--- config.mk ---
export PLATFORM = sky130hd
export DESIGN_NAME = gregorian_date_stepper
export DESIGN_NICKNAME = d
export VERILOG_FILES = /design/src/rtl/gds_pkg.sv /design/src/rtl/gds_ctrl.sv /design/src/rtl/gds_dpath.sv /design/src/rtl/gregorian_date_stepper.sv
export SDC_FILE = /design/constraint.sdc
export NUM_CORES = 1
export LEC_CHECK = 0
export BUFFER_PORTS_ARGS = -buffer_cell sky130_fd_sc_hd__buf_2
export CAP_MARGIN = 15
export CORE_MARGIN = 10
export CORE_UTILIZATION = 33
export DETAILED_ROUTE_END_ITERATION = 8
export PLACE_DENSITY_LB_ADDON = 0.12
export SLEW_MARGIN = 20
export SYNTH_ARGS = -nofsm -noshare
export SYNTH_HDL_FRONTEND = slang
export SYNTH_SLANG_ARGS = --single-unit
--- constraint.sdc ---
create_clock -name clock -period 28.1 [get_ports clock]
set_input_delay 7.025 -clock clock [delete_from_list [all_inputs] [get_ports clock]]
set_output_delay 7.025 -clock clock [all_outputs]
set_load 0.02 [all_outputs]
--- src/rtl/gds_pkg.sv ---
package gds_pkg;

   localparam int YEAR_W = 14;
   localparam int MON_W  = 4;
   localparam int DAY_W  = 5;
   localparam int DNUM_W = 22;
   localparam int STEP_W = 16;
   localparam int OP_W   = 2;
   localparam int STAT_W = 2;
   localparam int QY_W   = 8;
   localparam int RECIP_W = 13;
   localparam int RECIP_SHIFT = 19;

   localparam logic [OP_W-1:0] OP_LOAD    = 2'd0;
   localparam logic [OP_W-1:0] OP_ADVANCE = 2'd1;
   localparam logic [OP_W-1:0] OP_BACK    = 2'd2;
   localparam logic [OP_W-1:0] OP_DIST    = 2'd3;

   localparam logic [STAT_W-1:0] ST_OK      = 2'd0;
   localparam logic [STAT_W-1:0] ST_INVALID = 2'd1;
   localparam logic [STAT_W-1:0] ST_SAT     = 2'd2;

   localparam logic [YEAR_W-1:0] MIN_YEAR   = 14'd1;
   localparam logic [YEAR_W-1:0] MAX_YEAR   = 14'd9999;
   localparam logic [YEAR_W-1:0] RESET_YEAR = 14'd2000;
   localparam logic [YEAR_W-1:0] CENTURY    = 14'd100;
   localparam logic [MON_W-1:0]  JAN        = 4'd1;
   localparam logic [MON_W-1:0]  FEB        = 4'd2;
   localparam logic [MON_W-1:0]  DEC        = 4'd12;
   localparam logic [DAY_W-1:0]  FIRST_DAY  = 5'd1;

   localparam logic [DAY_W-1:0] DAYS_FEB      = 5'd28;
   localparam logic [DAY_W-1:0] DAYS_FEB_LEAP = 5'd29;
   localparam logic [DAY_W-1:0] DAYS_SHORT    = 5'd30;
   localparam logic [DAY_W-1:0] DAYS_LONG     = 5'd31;

   // day number of 9999-12-31, counting 0001-01-01 as 1
   localparam logic [DNUM_W-1:0] LAST_DAY_NUM = 22'd3652059;
   localparam logic [DNUM_W-1:0] DAYS_400 = 22'd146097;
   localparam logic [DNUM_W-1:0] DAYS_100 = 22'd36524;
   localparam logic [DNUM_W-1:0] DAYS_4   = 22'd1461;
   localparam logic [DNUM_W-1:0] DAYS_1   = 22'd365;
   localparam logic [DNUM_W-1:0] LEAP_LAST_REM = 22'd365;

   // floor(y / 100) == (y * RECIP_100) >> RECIP_SHIFT for every 14-bit y
   localparam logic [RECIP_W-1:0] RECIP_100 = 13'd5243;

   typedef enum logic [3:0] {
      CMD_NONE,
      CMD_LATCH,
      CMD_YQ,
      CMD_YB,
      CMD_NUM,
      CMD_TARGET,
      CMD_DIV,
      CMD_FIX,
      CMD_MON,
      CMD_FINISH
   } dp_cmd_type;

   typedef enum logic [1:0] {
      PH_400,
      PH_100,
      PH_4,
      PH_1
   } div_phase_type;

   typedef struct packed {
      dp_cmd_type    cmd;
      logic          sel_arg;
      div_phase_type phase;
   } gds_cmd_type;

   typedef struct packed {
      logic ge;
      logic mon_ge;
      logic is_step;
   } gds_stat_type;

   function automatic logic [DAY_W-1:0] month_len(input logic [MON_W-1:0] m,
                                                  input logic leap);
      logic [DAY_W-1:0] len;
      unique case (m)
         4'd2:                         len = leap ? DAYS_FEB_LEAP : DAYS_FEB;
         4'd4, 4'd6, 4'd9, 4'd11:      len = DAYS_SHORT;
         4'd1, 4'd3, 4'd5, 4'd7,
         4'd8, 4'd10, 4'd12:           len = DAYS_LONG;
         default:                      len = '0;
      endcase
      return len;
   endfunction

   // days before month m in a common year
   function automatic logic [8:0] cum_days(input logic [MON_W-1:0] m);
      logic [8:0] d;
      unique case (m)
         4'd1:    d = 9'd0;
         4'd2:    d = 9'd31;
         4'd3:    d = 9'd59;
         4'd4:    d = 9'd90;
         4'd5:    d = 9'd120;
         4'd6:    d = 9'd151;
         4'd7:    d = 9'd181;
         4'd8:    d = 9'd212;
         4'd9:    d = 9'd243;
         4'd10:   d = 9'd273;
         4'd11:   d = 9'd304;
         4'd12:   d = 9'd334;
         default: d = 9'd0;
      endcase
      return d;
   endfunction

   function automatic logic [DNUM_W-1:0] div_size(input div_phase_type ph);
      logic [DNUM_W-1:0] s;
      unique case (ph)
         PH_400: s = DAYS_400;
         PH_100: s = DAYS_100;
         PH_4:   s = DAYS_4;
         PH_1:   s = DAYS_1;
      endcase
      return s;
   endfunction

   function automatic logic [YEAR_W-1:0] div_years(input div_phase_type ph);
      logic [YEAR_W-1:0] y;
      unique case (ph)
         PH_400: y = 14'd400;
         PH_100: y = 14'd100;
         PH_4:   y = 14'd4;
         PH_1:   y = 14'd1;
      endcase
      return y;
   endfunction

endpackage

--- src/rtl/gds_ctrl.sv ---
module gds_ctrl (
   input  logic                 clock,
   input  logic                 reset,
   input  logic                 req_valid,
   output logic                 req_ready,
   output logic                 rsp_valid,
   input  logic                 rsp_ready,
   output gds_pkg::gds_cmd_type cmd,
   input  gds_pkg::gds_stat_type stat
);

   typedef enum logic [3:0] {
      S_IDLE,
      S_YQ_CUR,
      S_YB_CUR,
      S_NUM_CUR,
      S_YQ_ARG,
      S_YB_ARG,
      S_NUM_ARG,
      S_TARGET,
      S_DIV,
      S_FIX,
      S_MON,
      S_FINISH
   } state_type;

   state_type               state_ff;
   gds_pkg::div_phase_type  phase_ff;
   logic                    rsp_valid_ff;
   logic                    finish_go;

   assign req_ready = (state_ff == S_IDLE);
   assign rsp_valid = rsp_valid_ff;
   // output register is free, or its response leaves this cycle
   assign finish_go = rsp_ready || !rsp_valid_ff;

   always_comb begin
      cmd.cmd     = gds_pkg::CMD_NONE;
      cmd.sel_arg = 1'b0;
      cmd.phase   = phase_ff;
      unique case (state_ff)
         S_IDLE:    if (req_valid) cmd.cmd = gds_pkg::CMD_LATCH;
         S_YQ_CUR:  cmd.cmd = gds_pkg::CMD_YQ;
         S_YB_CUR:  cmd.cmd = gds_pkg::CMD_YB;
         S_NUM_CUR: cmd.cmd = gds_pkg::CMD_NUM;
         S_YQ_ARG: begin
            cmd.cmd     = gds_pkg::CMD_YQ;
            cmd.sel_arg = 1'b1;
         end
         S_YB_ARG: begin
            cmd.cmd     = gds_pkg::CMD_YB;
            cmd.sel_arg = 1'b1;
         end
         S_NUM_ARG: begin
            cmd.cmd     = gds_pkg::CMD_NUM;
            cmd.sel_arg = 1'b1;
         end
         S_TARGET:  cmd.cmd = gds_pkg::CMD_TARGET;
         S_DIV:     cmd.cmd = gds_pkg::CMD_DIV;
         S_FIX:     cmd.cmd = gds_pkg::CMD_FIX;
         S_MON:     cmd.cmd = gds_pkg::CMD_MON;
         S_FINISH:  if (finish_go) cmd.cmd = gds_pkg::CMD_FINISH;
      endcase
   end

   always_ff @(posedge clock) begin
      if (reset) begin
         state_ff     <= S_IDLE;
         phase_ff     <= gds_pkg::PH_400;
         rsp_valid_ff <= 1'b0;
      end else begin
         // a new response loads, or a stalled one stays
         rsp_valid_ff <= ((state_ff == S_FINISH) && finish_go) ||
                         (rsp_valid_ff && !rsp_ready);
         unique case (state_ff)
            S_IDLE:    if (req_valid) state_ff <= S_YQ_CUR;
            S_YQ_CUR:  state_ff <= S_YB_CUR;
            S_YB_CUR:  state_ff <= S_NUM_CUR;
            S_NUM_CUR: state_ff <= S_YQ_ARG;
            S_YQ_ARG:  state_ff <= S_YB_ARG;
            S_YB_ARG:  state_ff <= S_NUM_ARG;
            S_NUM_ARG: state_ff <= stat.is_step ? S_TARGET : S_FINISH;
            S_TARGET: begin
               state_ff <= S_DIV;
               phase_ff <= gds_pkg::PH_400;
            end
            S_DIV: begin
               // stay while the current block size still fits
               if (!stat.ge) begin
                  unique case (phase_ff)
                     gds_pkg::PH_400: phase_ff <= gds_pkg::PH_100;
                     gds_pkg::PH_100: phase_ff <= gds_pkg::PH_4;
                     gds_pkg::PH_4:   phase_ff <= gds_pkg::PH_1;
                     gds_pkg::PH_1:   state_ff <= S_FIX;
                  endcase
               end
            end
            S_FIX:     state_ff <= S_MON;
            S_MON:     if (!stat.mon_ge) state_ff <= S_FINISH;
            S_FINISH:  if (finish_go) state_ff <= S_IDLE;
            default:   state_ff <= S_IDLE;
         endcase
      end
   end

endmodule

--- src/rtl/gds_dpath.sv ---
module gds_dpath #(
   parameter int COUNT_BITS = 16
) (
   input  logic                         clock,
   input  logic                         reset,
   input  gds_pkg::gds_cmd_type         cmd,
   output gds_pkg::gds_stat_type        stat,
   input  logic [gds_pkg::OP_W-1:0]     req_opcode,
   input  logic [gds_pkg::STEP_W-1:0]   req_step_count,
   input  logic [gds_pkg::YEAR_W-1:0]   req_arg_year,
   input  logic [gds_pkg::MON_W-1:0]    req_arg_month,
   input  logic [gds_pkg::DAY_W-1:0]    req_arg_day,
   output logic [gds_pkg::YEAR_W-1:0]   rsp_out_year,
   output logic [gds_pkg::MON_W-1:0]    rsp_out_month,
   output logic [gds_pkg::DAY_W-1:0]    rsp_out_day,
   output logic [gds_pkg::DNUM_W-1:0]   rsp_distance_days,
   output logic                         rsp_stored_is_later,
   output logic [gds_pkg::STAT_W-1:0]   rsp_status
);

   localparam int YW = gds_pkg::YEAR_W;
   localparam int MW = gds_pkg::MON_W;
   localparam int DW = gds_pkg::DAY_W;
   localparam int NW = gds_pkg::DNUM_W;
   localparam int CNT_W = (COUNT_BITS < gds_pkg::STEP_W) ? COUNT_BITS : gds_pkg::STEP_W;
   localparam int SUM_W = ((CNT_W > NW) ? CNT_W : NW) + 1;
   localparam int PROD_W = YW + gds_pkg::RECIP_W;
   localparam int DBY_W = NW + 1;
   localparam int QW = gds_pkg::QY_W;

   // latched request
   logic [gds_pkg::OP_W-1:0] op_ff;
   logic [CNT_W-1:0]         cnt_ff;
   logic [YW-1:0]            ay_ff;
   logic [MW-1:0]            am_ff;
   logic [DW-1:0]            ad_ff;

   // stored date
   logic [YW-1:0] cur_year_ff;
   logic [MW-1:0] cur_month_ff;
   logic [DW-1:0] cur_day_ff;

   // year unit and day numbers
   logic [QW-1:0] qy_ff;
   logic          leap_ff;
   logic [NW-1:0] dby_ff;
   logic [NW-1:0] now_ff;
   logic [NW-1:0] other_ff;
   logic          arg_ok_ff;

   // day number back to date
   logic [NW-1:0] rem_ff;
   logic          sat_ff;
   logic [YW-1:0] yacc_ff;
   logic [2:0]    q100_ff;
   logic [4:0]    q4_ff;
   logic [2:0]    q1_ff;
   logic [MW-1:0] mon_ff;

   logic [YW-1:0]     sel_y;
   logic [MW-1:0]     sel_m;
   logic [DW-1:0]     sel_d;
   logic [PROD_W-1:0] q_prod;
   logic [QW-1:0]     qy_in;
   logic [YW-1:0]     hund;
   logic [YW-1:0]     yr_rem;
   logic [QW-1:0]     qp;
   logic [YW-1:0]     p;
   logic [DBY_W-1:0]  p365;
   logic [DBY_W-1:0]  dby_full;
   logic              leap_in;
   logic [NW-1:0]     num_in;
   logic              arg_ok_in;
   logic [SUM_W-1:0]  cnt_ext;
   logic [SUM_W-1:0]  now_ext;
   logic [SUM_W-1:0]  fwd_sum;
   logic [NW-1:0]     tgt_rem;
   logic              tgt_sat;
   logic [NW-1:0]     blk_size;
   logic [DW-1:0]     mon_len;
   logic              fix_last;

   logic [YW-1:0]             fin_year;
   logic [MW-1:0]             fin_month;
   logic [DW-1:0]             fin_day;
   logic [NW-1:0]             fin_dist;
   logic                      fin_later;
   logic [gds_pkg::STAT_W-1:0] fin_status;

   assign sel_y = cmd.sel_arg ? ay_ff : cur_year_ff;
   assign sel_m = cmd.sel_arg ? am_ff : cur_month_ff;
   assign sel_d = cmd.sel_arg ? ad_ff : cur_day_ff;

   // quotient by 100 via reciprocal
   assign q_prod = PROD_W'(sel_y) * PROD_W'(gds_pkg::RECIP_100);
   assign qy_in  = q_prod[gds_pkg::RECIP_SHIFT +: QW];

   // days before year y: p*365 + p/4 - p/100 + p/400 with p = y - 1
   assign hund     = YW'(qy_ff) * gds_pkg::CENTURY;
   assign yr_rem   = sel_y - hund;
   assign qp       = (yr_rem == '0) ? (qy_ff - 1'b1) : qy_ff;
   assign p        = sel_y - 1'b1;
   assign p365     = DBY_W'(p) * DBY_W'(gds_pkg::DAYS_1);
   assign dby_full = p365 + DBY_W'(p >> 2) - DBY_W'(qp) + DBY_W'(qp >> 2);
   assign leap_in  = (sel_y[1:0] == 2'b00) && ((yr_rem != '0) || (qy_ff[1:0] == 2'b00));

   assign num_in = dby_ff + NW'(gds_pkg::cum_days(sel_m))
                 + NW'(leap_ff && (sel_m > gds_pkg::FEB)) + NW'(sel_d);

   assign arg_ok_in = (sel_y >= gds_pkg::MIN_YEAR) && (sel_y <= gds_pkg::MAX_YEAR) &&
                      (sel_m >= gds_pkg::JAN) && (sel_m <= gds_pkg::DEC) &&
                      (sel_d >= gds_pkg::FIRST_DAY) &&
                      (sel_d <= gds_pkg::month_len(sel_m, leap_ff));

   assign cnt_ext = SUM_W'(cnt_ff);
   assign now_ext = SUM_W'(now_ff);
   assign fwd_sum = now_ext + cnt_ext;

   always_comb begin
      if (op_ff == gds_pkg::OP_ADVANCE) begin
         if (fwd_sum > SUM_W'(gds_pkg::LAST_DAY_NUM)) begin
            tgt_rem = gds_pkg::LAST_DAY_NUM - 1'b1;
            tgt_sat = 1'b1;
         end else begin
            tgt_rem = NW'(fwd_sum - 1'b1);
            tgt_sat = 1'b0;
         end
      end else begin
         if (cnt_ext >= now_ext) begin
            tgt_rem = '0;
            tgt_sat = 1'b1;
         end else begin
            tgt_rem = NW'(now_ext - cnt_ext - 1'b1);
            tgt_sat = 1'b0;
         end
      end
   end

   assign blk_size = gds_pkg::div_size(cmd.phase);
   assign mon_len  = gds_pkg::month_len(mon_ff, leap_ff);
   // last day of a leap year shows up as a full fifth year or fifth century
   assign fix_last = (q1_ff == 3'd4) || (q100_ff == 3'd4);

   assign stat.ge      = (rem_ff >= blk_size);
   assign stat.mon_ge  = (mon_ff < gds_pkg::DEC) && (rem_ff >= NW'(mon_len));
   assign stat.is_step = (op_ff == gds_pkg::OP_ADVANCE) || (op_ff == gds_pkg::OP_BACK);

   always_comb begin
      fin_year   = cur_year_ff;
      fin_month  = cur_month_ff;
      fin_day    = cur_day_ff;
      fin_dist   = '0;
      fin_later  = 1'b0;
      fin_status = gds_pkg::ST_OK;
      unique case (op_ff)
         gds_pkg::OP_LOAD: begin
            if (arg_ok_ff) begin
               fin_year  = ay_ff;
               fin_month = am_ff;
               fin_day   = ad_ff;
            end else begin
               fin_status = gds_pkg::ST_INVALID;
            end
         end
         gds_pkg::OP_ADVANCE, gds_pkg::OP_BACK: begin
            fin_year   = yacc_ff;
            fin_month  = mon_ff;
            fin_day    = rem_ff[DW-1:0] + 1'b1;
            fin_status = sat_ff ? gds_pkg::ST_SAT : gds_pkg::ST_OK;
         end
         gds_pkg::OP_DIST: begin
            if (arg_ok_ff) begin
               if (now_ff > other_ff) begin
                  fin_dist  = now_ff - other_ff;
                  fin_later = 1'b1;
               end else begin
                  fin_dist  = other_ff - now_ff;
               end
            end else begin
               fin_status = gds_pkg::ST_INVALID;
            end
         end
      endcase
   end

   always_ff @(posedge clock) begin
      if (reset) begin
         cur_year_ff  <= gds_pkg::RESET_YEAR;
         cur_month_ff <= gds_pkg::JAN;
         cur_day_ff   <= gds_pkg::FIRST_DAY;
      end else if (cmd.cmd == gds_pkg::CMD_FINISH) begin
         cur_year_ff  <= fin_year;
         cur_month_ff <= fin_month;
         cur_day_ff   <= fin_day;
      end
   end

   always_ff @(posedge clock) begin
      unique case (cmd.cmd)
         gds_pkg::CMD_NONE: begin
         end
         gds_pkg::CMD_LATCH: begin
            op_ff  <= req_opcode;
            cnt_ff <= req_step_count[CNT_W-1:0];
            ay_ff  <= req_arg_year;
            am_ff  <= req_arg_month;
            ad_ff  <= req_arg_day;
         end
         gds_pkg::CMD_YQ: qy_ff <= qy_in;
         gds_pkg::CMD_YB: begin
            leap_ff <= leap_in;
            dby_ff  <= dby_full[NW-1:0];
         end
         gds_pkg::CMD_NUM: begin
            if (cmd.sel_arg) begin
               other_ff  <= num_in;
               arg_ok_ff <= arg_ok_in;
            end else begin
               now_ff    <= num_in;
            end
         end
         gds_pkg::CMD_TARGET: begin
            rem_ff  <= tgt_rem;
            sat_ff  <= tgt_sat;
            yacc_ff <= gds_pkg::MIN_YEAR;
            q100_ff <= '0;
            q4_ff   <= '0;
            q1_ff   <= '0;
            mon_ff  <= gds_pkg::JAN;
         end
         gds_pkg::CMD_DIV: begin
            if (stat.ge) begin
               rem_ff  <= rem_ff - blk_size;
               yacc_ff <= yacc_ff + gds_pkg::div_years(cmd.phase);
               unique case (cmd.phase)
                  gds_pkg::PH_400: begin
                  end
                  gds_pkg::PH_100: q100_ff <= q100_ff + 1'b1;
                  gds_pkg::PH_4:   q4_ff   <= q4_ff + 1'b1;
                  gds_pkg::PH_1:   q1_ff   <= q1_ff + 1'b1;
               endcase
            end
         end
         gds_pkg::CMD_FIX: begin
            if (fix_last) begin
               yacc_ff <= yacc_ff - 1'b1;
               rem_ff  <= gds_pkg::LEAP_LAST_REM;
               leap_ff <= 1'b1;
            end else begin
               leap_ff <= (q1_ff == 3'd3) && ((q4_ff != 5'd24) || (q100_ff == 3'd3));
            end
         end
         gds_pkg::CMD_MON: begin
            if (stat.mon_ge) begin
               rem_ff <= rem_ff - NW'(mon_len);
               mon_ff <= mon_ff + 1'b1;
            end
         end
         gds_pkg::CMD_FINISH: begin
            rsp_out_year        <= fin_year;
            rsp_out_month       <= fin_month;
            rsp_out_day         <= fin_day;
            rsp_distance_days   <= fin_dist;
            rsp_stored_is_later <= fin_later;
            rsp_status          <= fin_status;
         end
         default: begin
         end
      endcase
   end

endmodule

--- src/rtl/gregorian_date_stepper.sv ---
// Keeps one proleptic Gregorian date (reset 2000-01-01) and runs one operation per
// request: load a date, step forward or back by step_count days (clamped to
// 0001-01-01 .. 9999-12-31, status 2 when clamped), or report the day distance to a
// given date. Every request returns exactly one response. For a step the stored
// date is turned into a day number, the count is added or subtracted, and the day
// number is taken back apart by repeated subtraction of 400-year, 100-year, 4-year
// and 1-year blocks and then of month lengths. A response waiting in the output
// register holds the next one back until it is taken. A new request can be taken in
// the same cycle as the previous response becomes valid, while that response may
// still wait in the output register. Only the low COUNT_BITS bits of step_count are
// used (at most 16).
module gregorian_date_stepper #(
   parameter int COUNT_BITS = 16
) (
   input  logic                         clock,
   input  logic                         reset,
   input  logic                         req_valid,
   output logic                         req_ready,
   input  logic [gds_pkg::OP_W-1:0]     req_opcode,
   input  logic [gds_pkg::STEP_W-1:0]   req_step_count,
   input  logic [gds_pkg::YEAR_W-1:0]   req_arg_year,
   input  logic [gds_pkg::MON_W-1:0]    req_arg_month,
   input  logic [gds_pkg::DAY_W-1:0]    req_arg_day,
   output logic                         rsp_valid,
   input  logic                         rsp_ready,
   output logic [gds_pkg::YEAR_W-1:0]   rsp_out_year,
   output logic [gds_pkg::MON_W-1:0]    rsp_out_month,
   output logic [gds_pkg::DAY_W-1:0]    rsp_out_day,
   output logic [gds_pkg::DNUM_W-1:0]   rsp_distance_days,
   output logic                         rsp_stored_is_later,
   output logic [gds_pkg::STAT_W-1:0]   rsp_status
);

   gds_pkg::gds_cmd_type  cmd;
   gds_pkg::gds_stat_type stat;

   gds_ctrl u_ctrl (
      .clock     (clock),
      .reset     (reset),
      .req_valid (req_valid),
      .req_ready (req_ready),
      .rsp_valid (rsp_valid),
      .rsp_ready (rsp_ready),
      .cmd       (cmd),
      .stat      (stat)
   );

   gds_dpath #(
      .COUNT_BITS (COUNT_BITS)
   ) u_dpath (
      .clock               (clock),
      .reset               (reset),
      .cmd                 (cmd),
      .stat                (stat),
      .req_opcode          (req_opcode),
      .req_step_count      (req_step_count),
      .req_arg_year        (req_arg_year),
      .req_arg_month       (req_arg_month),
      .req_arg_day         (req_arg_day),
      .rsp_out_year        (rsp_out_year),
      .rsp_out_month       (rsp_out_month),
      .rsp_out_day         (rsp_out_day),
      .rsp_distance_days   (rsp_distance_days),
      .rsp_stored_is_later (rsp_stored_is_later),
      .rsp_status          (rsp_status)
   );

endmodule

======== Word level (Yosys, flattened, before mapping) ========
Memories as Yosys holds them, arrays and structs flattened.
Index checks and enable logic that the tools add are counted.
word-level totals
  register bits after elaboration ......... 247
  bits in latches ......................... 0
  RAM bits ................................ 0
  memory bits (read-only) ................. 144
  output and inout bits ................... 50
  logic and storage cells ................. 254
  memories kept ........................... 1
memory list
  name              words  width  read ports  clocked after memory_dff  wr ports  RTL line       RTL
  (name not given)  16     9      1           0                         0         gds_pkg.sv:96  unique case (m)
cells by class
  $add $sub $neg .......................... 24
  multiply operators ...................... 3
  div/mod/pow operators ................... 0
  $lt $le $gt $ge ......................... 13
  eq/ne operators ......................... 67
  shift operators ......................... 0
  muxes and demuxes ....................... 62
  bitwise operators ....................... 1
  reduce and logical (&&, ||, !) cells .... 53
operators with widths
  cell                    count
  $pmux 22 s4             2
  $mux 22                 7
  $mux 14                 6
  $sub 22x22->22          3
  $eq 4x3->1 const B      16
  $eq 4x4->1 const B      16
  $pmux 14 s4             1
  $pmux 4 s12             1
  $sub 22x1->22 const B   2
  $pmux 14 s3             1
  $mux 4                  10
  $pmux 4 s9              1
  $eq 4x2->1 const B      8
  $pmux 5 s3              2
  $pmux 14 s2             1
  $sub 14x1->14 const B   2
  $mul 14x13->27 const B  1
  $add 22x16->23          1
  $gt 23x22->1 const B    1
  $add 22x1->22           1
  $add 22x12->22          1
  $add 22x5->22           1
  $add 22x6->22           1
  $add 22x9->22           1
  other kinds (62)        136

======== Longest topological paths before layout ========
Gate-level depths: netlist (run 1).
  depth in word-level cells ............... 10
  mapped depth ............................ 39
  depth with buffers taken out ............ 39

======== By module ========
Synthesis (run 1) repeated with hierarchy kept, for this count alone.
second synthesis, totals
  cells, all modules ...................... 2867
  area total of the unflattened synthesis .. 27104.7 um2
by module, submodules not included
  module     times used  cells each  area each (um2)  seq. area each (um2)
  gds_dpath  1           2794        26553.0          6976.7
  gds_ctrl   1           73          551.8            140.1

======== Least setup slack after synthesis (run 1) ========
No wires, ideal clock.
  path type ............................... input port to flip-flop
  start ................................... in req_valid
  end ..................................... reg u_dpath.ad_ff[0] (enable)
  setup time .............................. 0.503 ns
  arrival ................................. 10.049 ns
  required time ........................... 27.597 ns
  setup slack ............................. 17.548 ns
  cell stages on the path ................. 1
  buffers on the path ..................... 0
  cell sequence ........................... a21boi_0
on the way
  cells in the longest elaborated chain, start to end .. 3
RTL lines
  what                  RTL line                      RTL
  from (decl)           gregorian_date_stepper.sv:17  input logic req_valid,
  $mux 1                gds_ctrl.sv:42                S_IDLE: if (req_valid) cmd.cmd = gds_pkg::CMD_LATCH;
  $pmux 4 s9            gds_ctrl.sv:41                unique case (state_ff)
  $eq 4x1->1            gds_dpath.sv:199              unique case (cmd.cmd)
  to (signal assigned)  gds_dpath.sv:207              ad_ff <= req_arg_day;
  to (decl)             gds_dpath.sv:36               logic [DW-1:0] ad_ff;
Every way passes these cells.
A chain may end at the register's enable or synchronous reset.

======== Worst setup path after layout (run 1) ========
  start ................................... reg u_ctrl.state_ff[0]
  end ..................................... reg u_dpath.dby_ff[21] (data pin)
on the way
  cells in the longest elaborated chain, start to end .. 9
  elaborated cells on any way between the ends .. 14
  those cells by class .................... add/sub (5); mul (1); eq/ne (3); mux (3); reduce/logical (2)
RTL lines
  what                                               RTL line                            RTL
  from (decl)                                        gds_ctrl.sv:27                      state_type state_ff;
  from (signal assigned)                             gds_ctrl.sv:82                      S_NUM_ARG: state_ff <= stat.is_step ? S_TARGET : S_FINISH;
  $eq 4x3->1                                         gds_ctrl.sv:41
  $reduce_or 3->1 (no line) (*)                      --
  $mux 1 (*)                                         gds_ctrl.sv:41
  $mux 14 (*)                                        gds_dpath.sv:90                     assign sel_y = cmd.sel_arg ? ay_ff : cur_year_ff;
  $sub 14x1->14 or $sub 14x14->14 (tied branches)    gds_dpath.sv:102, gds_dpath.sv:100
  $mul 14x9->22 or $logic_not 14->1 (tied branches)  gds_dpath.sv:103, gds_dpath.sv:101
  $add 22x12->22 or $mux 8 (tied branches)           gds_dpath.sv:104, gds_dpath.sv:101
  $sub 22x8->22                                      gds_dpath.sv:104                    assign dby_full = p365 + DBY_W'(p >> 2) - DBY_W'(qp) + DBY_W'(qp >> 2);
  $add 22x6->22 (*)                                  gds_dpath.sv:104
  net u_dpath.dby_full[21]                           gds_dpath.sv:70                     logic [DBY_W-1:0] dby_full;
  to (signal assigned)                               gds_dpath.sv:212                    dby_ff <= dby_full[NW-1:0];
  to (decl)                                          gds_dpath.sv:46                     logic [NW-1:0] dby_ff;
Mark *: on every way through the listed nets, which the timed path passes. The rest lies on a longest branch.

==> flow_summary.ini, run 1 <==
[grt]
grt_first_pass_wirelength_mm = 125
grt_antenna_before_repair = 1
groute.layer.met2.usage_pct = 29.2
grt_met3_usage_pct = 1.98
total_congestion_overflow = 0
busiest_layer = met2
globalRouteMet1Util_pct = 22.2
grt_max_degree = 52
grt_usage_pct = 16.9
first_global_vias = 21200

[critical_path]
endpoint_kind = flip-flop
crit_path_top_delay_cell = dfxtp_1
cp_slowest_stage_delay_ns = 0.69
setup.worst_path.class = flip-flop to flip-flop
r2r.worst_path.cells = 33
critPathMaxFanout = 24
worst-endpoint-required_ns = 28.39
critPathArrivalTime_ns = 10.45
nature_of_the_critical_path_startpoint = flip-flop

[yosys]
yosysWarningCount = 0
synth.net_count = 3469
postSynthCellCount = 2858
synth_area_um2 = 26900
ys_dominant_reg_cell = edfxtp_1
seq_area_frac_synth_pct = 26.4
synth.ff_latch_count = 247
synthArstFlopShare_pct = 0
synth_enable_flop_cells = 217
avgSynthCellArea_um2 = 9.42
yosys.cell_types.count = 96

[placement]
dp.final_hpwl_mm = 65.6
routabilityCongestion = 0.877
port_buffers = 94

[job]
cap_viol_max_count = 0

[timing]
setup-tns-final_ns = 0
grt_setup_unrepaired = no
timing_hold_violations_final = 0
post-route-min-period_ns = 10.16
timing.slew.headroom_pct = 25.2
slew_limit_fails = 0
period_share_pct = 36.2
timing_worst_slew_pin_value_ns = 1.12
clock_skew_ns = 0.0323
achievable_clock_frequency_ghz = 0.0984
total_of_endpoints_with_negative_setup_slack_in_the_final_report = 0

[detailed_routing]
initialDrtViolationCount = 1227
drt_pre_antenna_iters = 7
detail_route.vias_per_cell = 5.14
drt-total-wl_mm = 80.6
drt.antenna.violating_nets = 0
route.detailed.drc = 0
detail_route.wl_per_cell_um = 20.0
via_total_after_detailed_routing = 20700

[clocking]
cts_resized = 0
holdBufCountCts = 0
cts_buffer_count = 35
cts.path.max_buffers = 3
postCtsSetupBuffers = 0
clkLatencyLatePin_ns = 0.56
cts.sinks = 247
htreeDepth = 2
ctsRootBufferMaster = clkbuf_16
tritoncts = yes
clock_pin_slew_on_the_worst_setup_and_hold_paths_ns = 0.06

[die]
die_area_um2 = 93400
die_width_um = 306
core_um2 = 80700
floorplan.io_pins = 95
rows = 104
chipHeight_um = 306
initial_core_util_pct = 33.4

[min_path]
hold-path-cell-count = 2
worstHoldPathType = flip-flop to flip-flop

[layout]
design.final.nets = 3551
area_growth_syn_to_layout_pct = 10.9
layout-drive-gt1-share_pct = 7.99
num_antenna_cells = 0

[run_status]
status = completed
## registers in the layout, indices dropped and copies added, names as in the netlist, 4 cells and up
name                       flops
u_dpath.dby_ff                22
u_dpath.now_ff                22
u_dpath.other_ff              22
u_dpath.rem_ff                22
u_dpath.rsp_distance_days     22
u_dpath.cnt_ff                16
u_dpath.ay_ff                 14
u_dpath.cur_year_ff           14
u_dpath.rsp_out_year          14
u_dpath.yacc_ff               14
u_dpath.qy_ff                  8
u_dpath.ad_ff                  5
u_dpath.cur_day_ff             5
u_dpath.q4_ff                  5
u_dpath.rsp_out_day            5
u_ctrl.state_ff                4
u_dpath.am_ff                  4
u_dpath.cur_month_ff           4
u_dpath.mon_ff                 4
u_dpath.rsp_out_month          4
## synth_stat cells, drive strengths merged (51+ instances only)
cell type	n	area [µm²]
nor3	66	330
a21o	65	488
o21ai	133	666
clkbuf	64	240
xor2	51	447
edfxtp	217	6520
xnor2	110	971
nand2	200	753
a21oi	154	771
inv	414	1550
ha	410	5130
fa	156	3120
nor2	158	593
nand3	56	285
## layout by cell type, fill, tap and decap left out, types with 7 or more instances in the layout
master      netlist  routed
inv_1           413     412
ha_1            410     409
edfxtp_1        217     217
nand2_1         199     199
nor2_1          158     157
fa_1            156     156
a21oi_1         154     152
o21ai_0         133     132
xnor2_1         109     109
buf_2            10      94
a21o_1           65      65
nor3_1           66      64
nand3_1          55      55
xor2_1           51      51
mux2i_1          48      47
nand2b_1         41      40
clkbuf_16         0      36
nor2b_1          34      34
a22oi_1          32      32
buf_4             1      30
dfxtp_1          30      30
and3_1           28      28
and2_1           24      24
a211oi_1         24      24
a31oi_1          21      20
a21boi_0         20      19
o21a_1           19      19
o211ai_1         18      18
nand4_1          18      18
or3_1            18      18
a221oi_1         16      16
nor4_1           15      15
o31ai_1          12      12
nand3b_1         11      11
or2_2            10      10
o41ai_1           9       9
nor3b_1           8       8
o21bai_1          7       7
clkinvlp_4        0       7
## critical path, delay by kind of cell, from the launching register on
| kind | cells | cell delay, ns |
|---|---|---|
| compound gates | 11 | 2.95 |
| xor+xnor | 2 | 0.37 |
| fa+ha+maj | 6 | 2.65 |
| buf+inv | 5 | 0.92 |
| flops | 1 | 0.69 |
| mux | 1 | 0.66 |
| simple gates | 8 | 1.62 |
## area by class of cell
class / instances / area [µm²]
clock inverters: 23 / 248
inverters: 415 / 1560
repair buffers: 124 / 696
multi-input cells: 2117 / 18000
well taps: 1060 / 1330
clock buffers: 41 / 920
flip-flops and latches: 247 / 7120
fillers: 8217 / 50800
## worst paths after layout
| kind | startpoint | endpoint | slack [ns] |
|---|---|---|---|
| setup / recovery | u_ctrl.state_ff[0] | u_dpath.dby_ff[21] | 17.94 |
| hold reg to reg | u_dpath.cur_day_ff[1] | u_dpath.cur_day_ff[1] | 0.47 |
| setup reg to reg | u_ctrl.state_ff[0] | u_dpath.dby_ff[21] | 17.94 |
| hold / removal | u_dpath.cur_day_ff[1] | u_dpath.cur_day_ff[1] | 0.47 |
## metrics by stage
step | std cells | cell area (µm²) | utilization [%] | hold WS, ns | worst slack (ns)
2_1_floorplan | 2858 | 26900 | - | 0.446 | 17.55
3_3_place_gp | 3963 | 28700 | 35.5 | 0.457 | 18.18
3_5_place_dp | 3963 | 28700 | 35.5 | 0.463 | 17.93
4_1_cts | 4027 | 29800 | 37.0 | 0.473 | 17.92
5_1_grt | 4027 | 29800 | 37.0 | 0.492 | 17.18
6_report | 4027 | 29800 | 37.0 | 0.475 | 17.94
## cell families after synthesis
family	Yosys count	synth area share, %
AO/OA/AOI/OAI	624	15.5
XOR/XNOR	162	5.35
adder cells (fa/ha/maj)	566	30.7
buffers and inverters	494	6.95
flip-flops	247	26.4
multiplexers	55	2.08
AND/OR/NAND/NOR	710	13.0
## layer usage
metal / wire length, µm / vias to the layer above
li1: - / 10100
met1: 37300 / 10100
met2: 38600 / 372
met5: 0 / -
met4: 1900 / 0
met3: 2780 / 91
Power of run 1 is not shown: default switching activity piles up to over one toggle a cycle in this logic, so the estimate is an artifact.
==> run 2: changes to the inputs <==
Clock period 28.1 ns to 10.55 ns, I/O delays scaled along.
==> flow_summary.ini, run 2 (synthesis results as in run 1) <==
[run_status]
status = completed

[clocking]
clock_pin_slew_on_the_worst_setup_and_hold_paths_ns = 0.06
postCtsSetupBuffers = 0
holdBufCountCts = 0
cts.sinks = 247
cts.path.max_buffers = 3
tritoncts = yes
clkLatencyLatePin_ns = 0.56
htreeDepth = 2
ctsRootBufferMaster = clkbuf_16
cts_buffer_count = 35
cts_resized = 0

[grt]
first_global_vias = 21700
busiest_layer = met2
grt_met3_usage_pct = 2.10
grt_first_pass_wirelength_mm = 127
grt_max_degree = 55
grt_usage_pct = 17.0
grt_antenna_before_repair = 1
globalRouteMet1Util_pct = 22.2
groute.layer.met2.usage_pct = 29.7
total_congestion_overflow = 0

[critical_path]
crit_end = u_dpath.dby_ff[21]
critPathLaunch = u_dpath.qy_ff[2]
path_depth = 36
crit-reg2reg-launch = u_dpath.qy_ff[2]
crit_path_top_delay_cell = a2111oi_4
worst-endpoint-required_ns = 10.83
regToRegSetupSlack_ns = 0.65
critical_path.n_buffers_inverters = 4
cpLargestDelayFamily = adder cells
r2r.worst_path.cells = 36
critPathMaxFanout = 8
critPathArrivalTime_ns = 10.18
regToRegEndpoint = u_dpath.dby_ff[21]
cp_slowest_stage_delay_ns = 0.55
nature_of_the_critical_path_startpoint = flip-flop
setup.worst_path.class = flip-flop to flip-flop
endpoint_kind = flip-flop

[timing]
total_of_endpoints_with_negative_setup_slack_in_the_final_report = 0
timing_worst_slew_pin_value_ns = 1.11
finalHoldWorstSlack_ns = 0.473
setup-tns-final_ns = 0
timing_hold_violations_final = 0
grt_setup_unrepaired = no
slew_limit_fails = 0
achievable_clock_frequency_ghz = 0.101
clock_skew_ns = 0.0315
period_share_pct = 93.8
timing.slew.headroom_pct = 26.2
post-route-min-period_ns = 9.90

[layout]
final_util_pct = 37.1
area_growth_syn_to_layout_pct = 11.1
num_antenna_cells = 0
design.final.nets = 3564
final_cells = 4038
layout-drive-gt1-share_pct = 8.16
layout_common_cells = inv_1, ha_1, edfxtp_1, nand2_1
mostFrequentLayoutCell = inv_1

[job]
cap_viol_max_count = 0

[die]
core_um2 = 80700
rows = 104
die_width_um = 306
chipHeight_um = 306
initial_core_util_pct = 33.4
floorplan.io_pins = 95
die_area_um2 = 93400

[placement]
place_inst = 3976
port_buffers = 94
dp.final_hpwl_mm = 65.7
routabilityCongestion = 0.893

[detailed_routing]
detail_route.wl_per_cell_um = 20.0
via_total_after_detailed_routing = 20800
drt-total-wl_mm = 80.9
drt.antenna.violating_nets = 0
drt_pre_antenna_iters = 6
initialDrtViolationCount = 1138
route.detailed.drc = 0
detail_route.vias_per_cell = 5.16

[min_path]
worstHoldPathType = flip-flop to flip-flop
run 2: cell types whose count changed in the layout (fill, tap and decap cells not counted), moves of 2 or more:
cell,before,now
clkinvlp_4,7,3
clkbuf_1,5,7
buf_4,30,43
inv_6,6,4
run 2: stage by stage:
| step | setup slack, ns | cell area [µm²] |
|---|---|---|
| after floorplan | 1.15 | 26900 |
| after global placement | 0.621 | 28800 |
| after detailed placement | 0.449 | 28800 |
| after CTS | 0.380 | 29900 |
| after global routing | 0.0563 | 29900 |
| final | 0.653 | 29900 |
run 2: worst min-delay path by stage:
stage	to	slack [ns]	cells after the start	startpoint
2_1_floorplan	u_dpath.cur_year_ff[1]	0.45	2	u_dpath.cur_year_ff[1]
3_3_place_gp	u_dpath.cur_month_ff[1]	0.46	2	u_dpath.cur_month_ff[1]
3_5_place_dp	u_dpath.cur_month_ff[1]	0.47	2	u_dpath.cur_month_ff[1]
4_1_cts	u_dpath.cur_month_ff[1]	0.47	2	u_dpath.cur_month_ff[1]
5_1_grt	u_dpath.cur_month_ff[1]	0.50	2	u_dpath.cur_month_ff[1]
6_report	u_dpath.cur_month_ff[1]	0.47	2	u_dpath.cur_month_ff[1]
run 2: final cells by class:
type | count | area, µm²
Clock inverter | 20 | 246
Multi-Input combinational cell | 2117 | 18000
Fill cell | 8226 | 50800
Clock buffer | 42 | 902
Sequential cell | 247 | 7120
Inverter | 415 | 1560
Timing Repair Buffer | 137 | 793
Tap cell | 1060 | 1330
run 2: routing by layer:
metal / vias up / wire length, µm
met1: 10200 / 36800
met2: 412 / 39300
met3: 88 / 3140
li1: 10200 / -
met5: - / 0
met4: 0 / 1630
run 2: worst register-to-register path, delay by kind of cell, from the launching register on:
kind / cells / cell delay (ns)
xor+xnor: 4 / 0.94
fa+ha+maj: 10 / 3.82
simple gates: 6 / 1.13
buf+inv: 4 / 0.37
flops: 1 / 0.46
compound gates: 12 / 2.92
Power of run 2 is left out for the same reason.
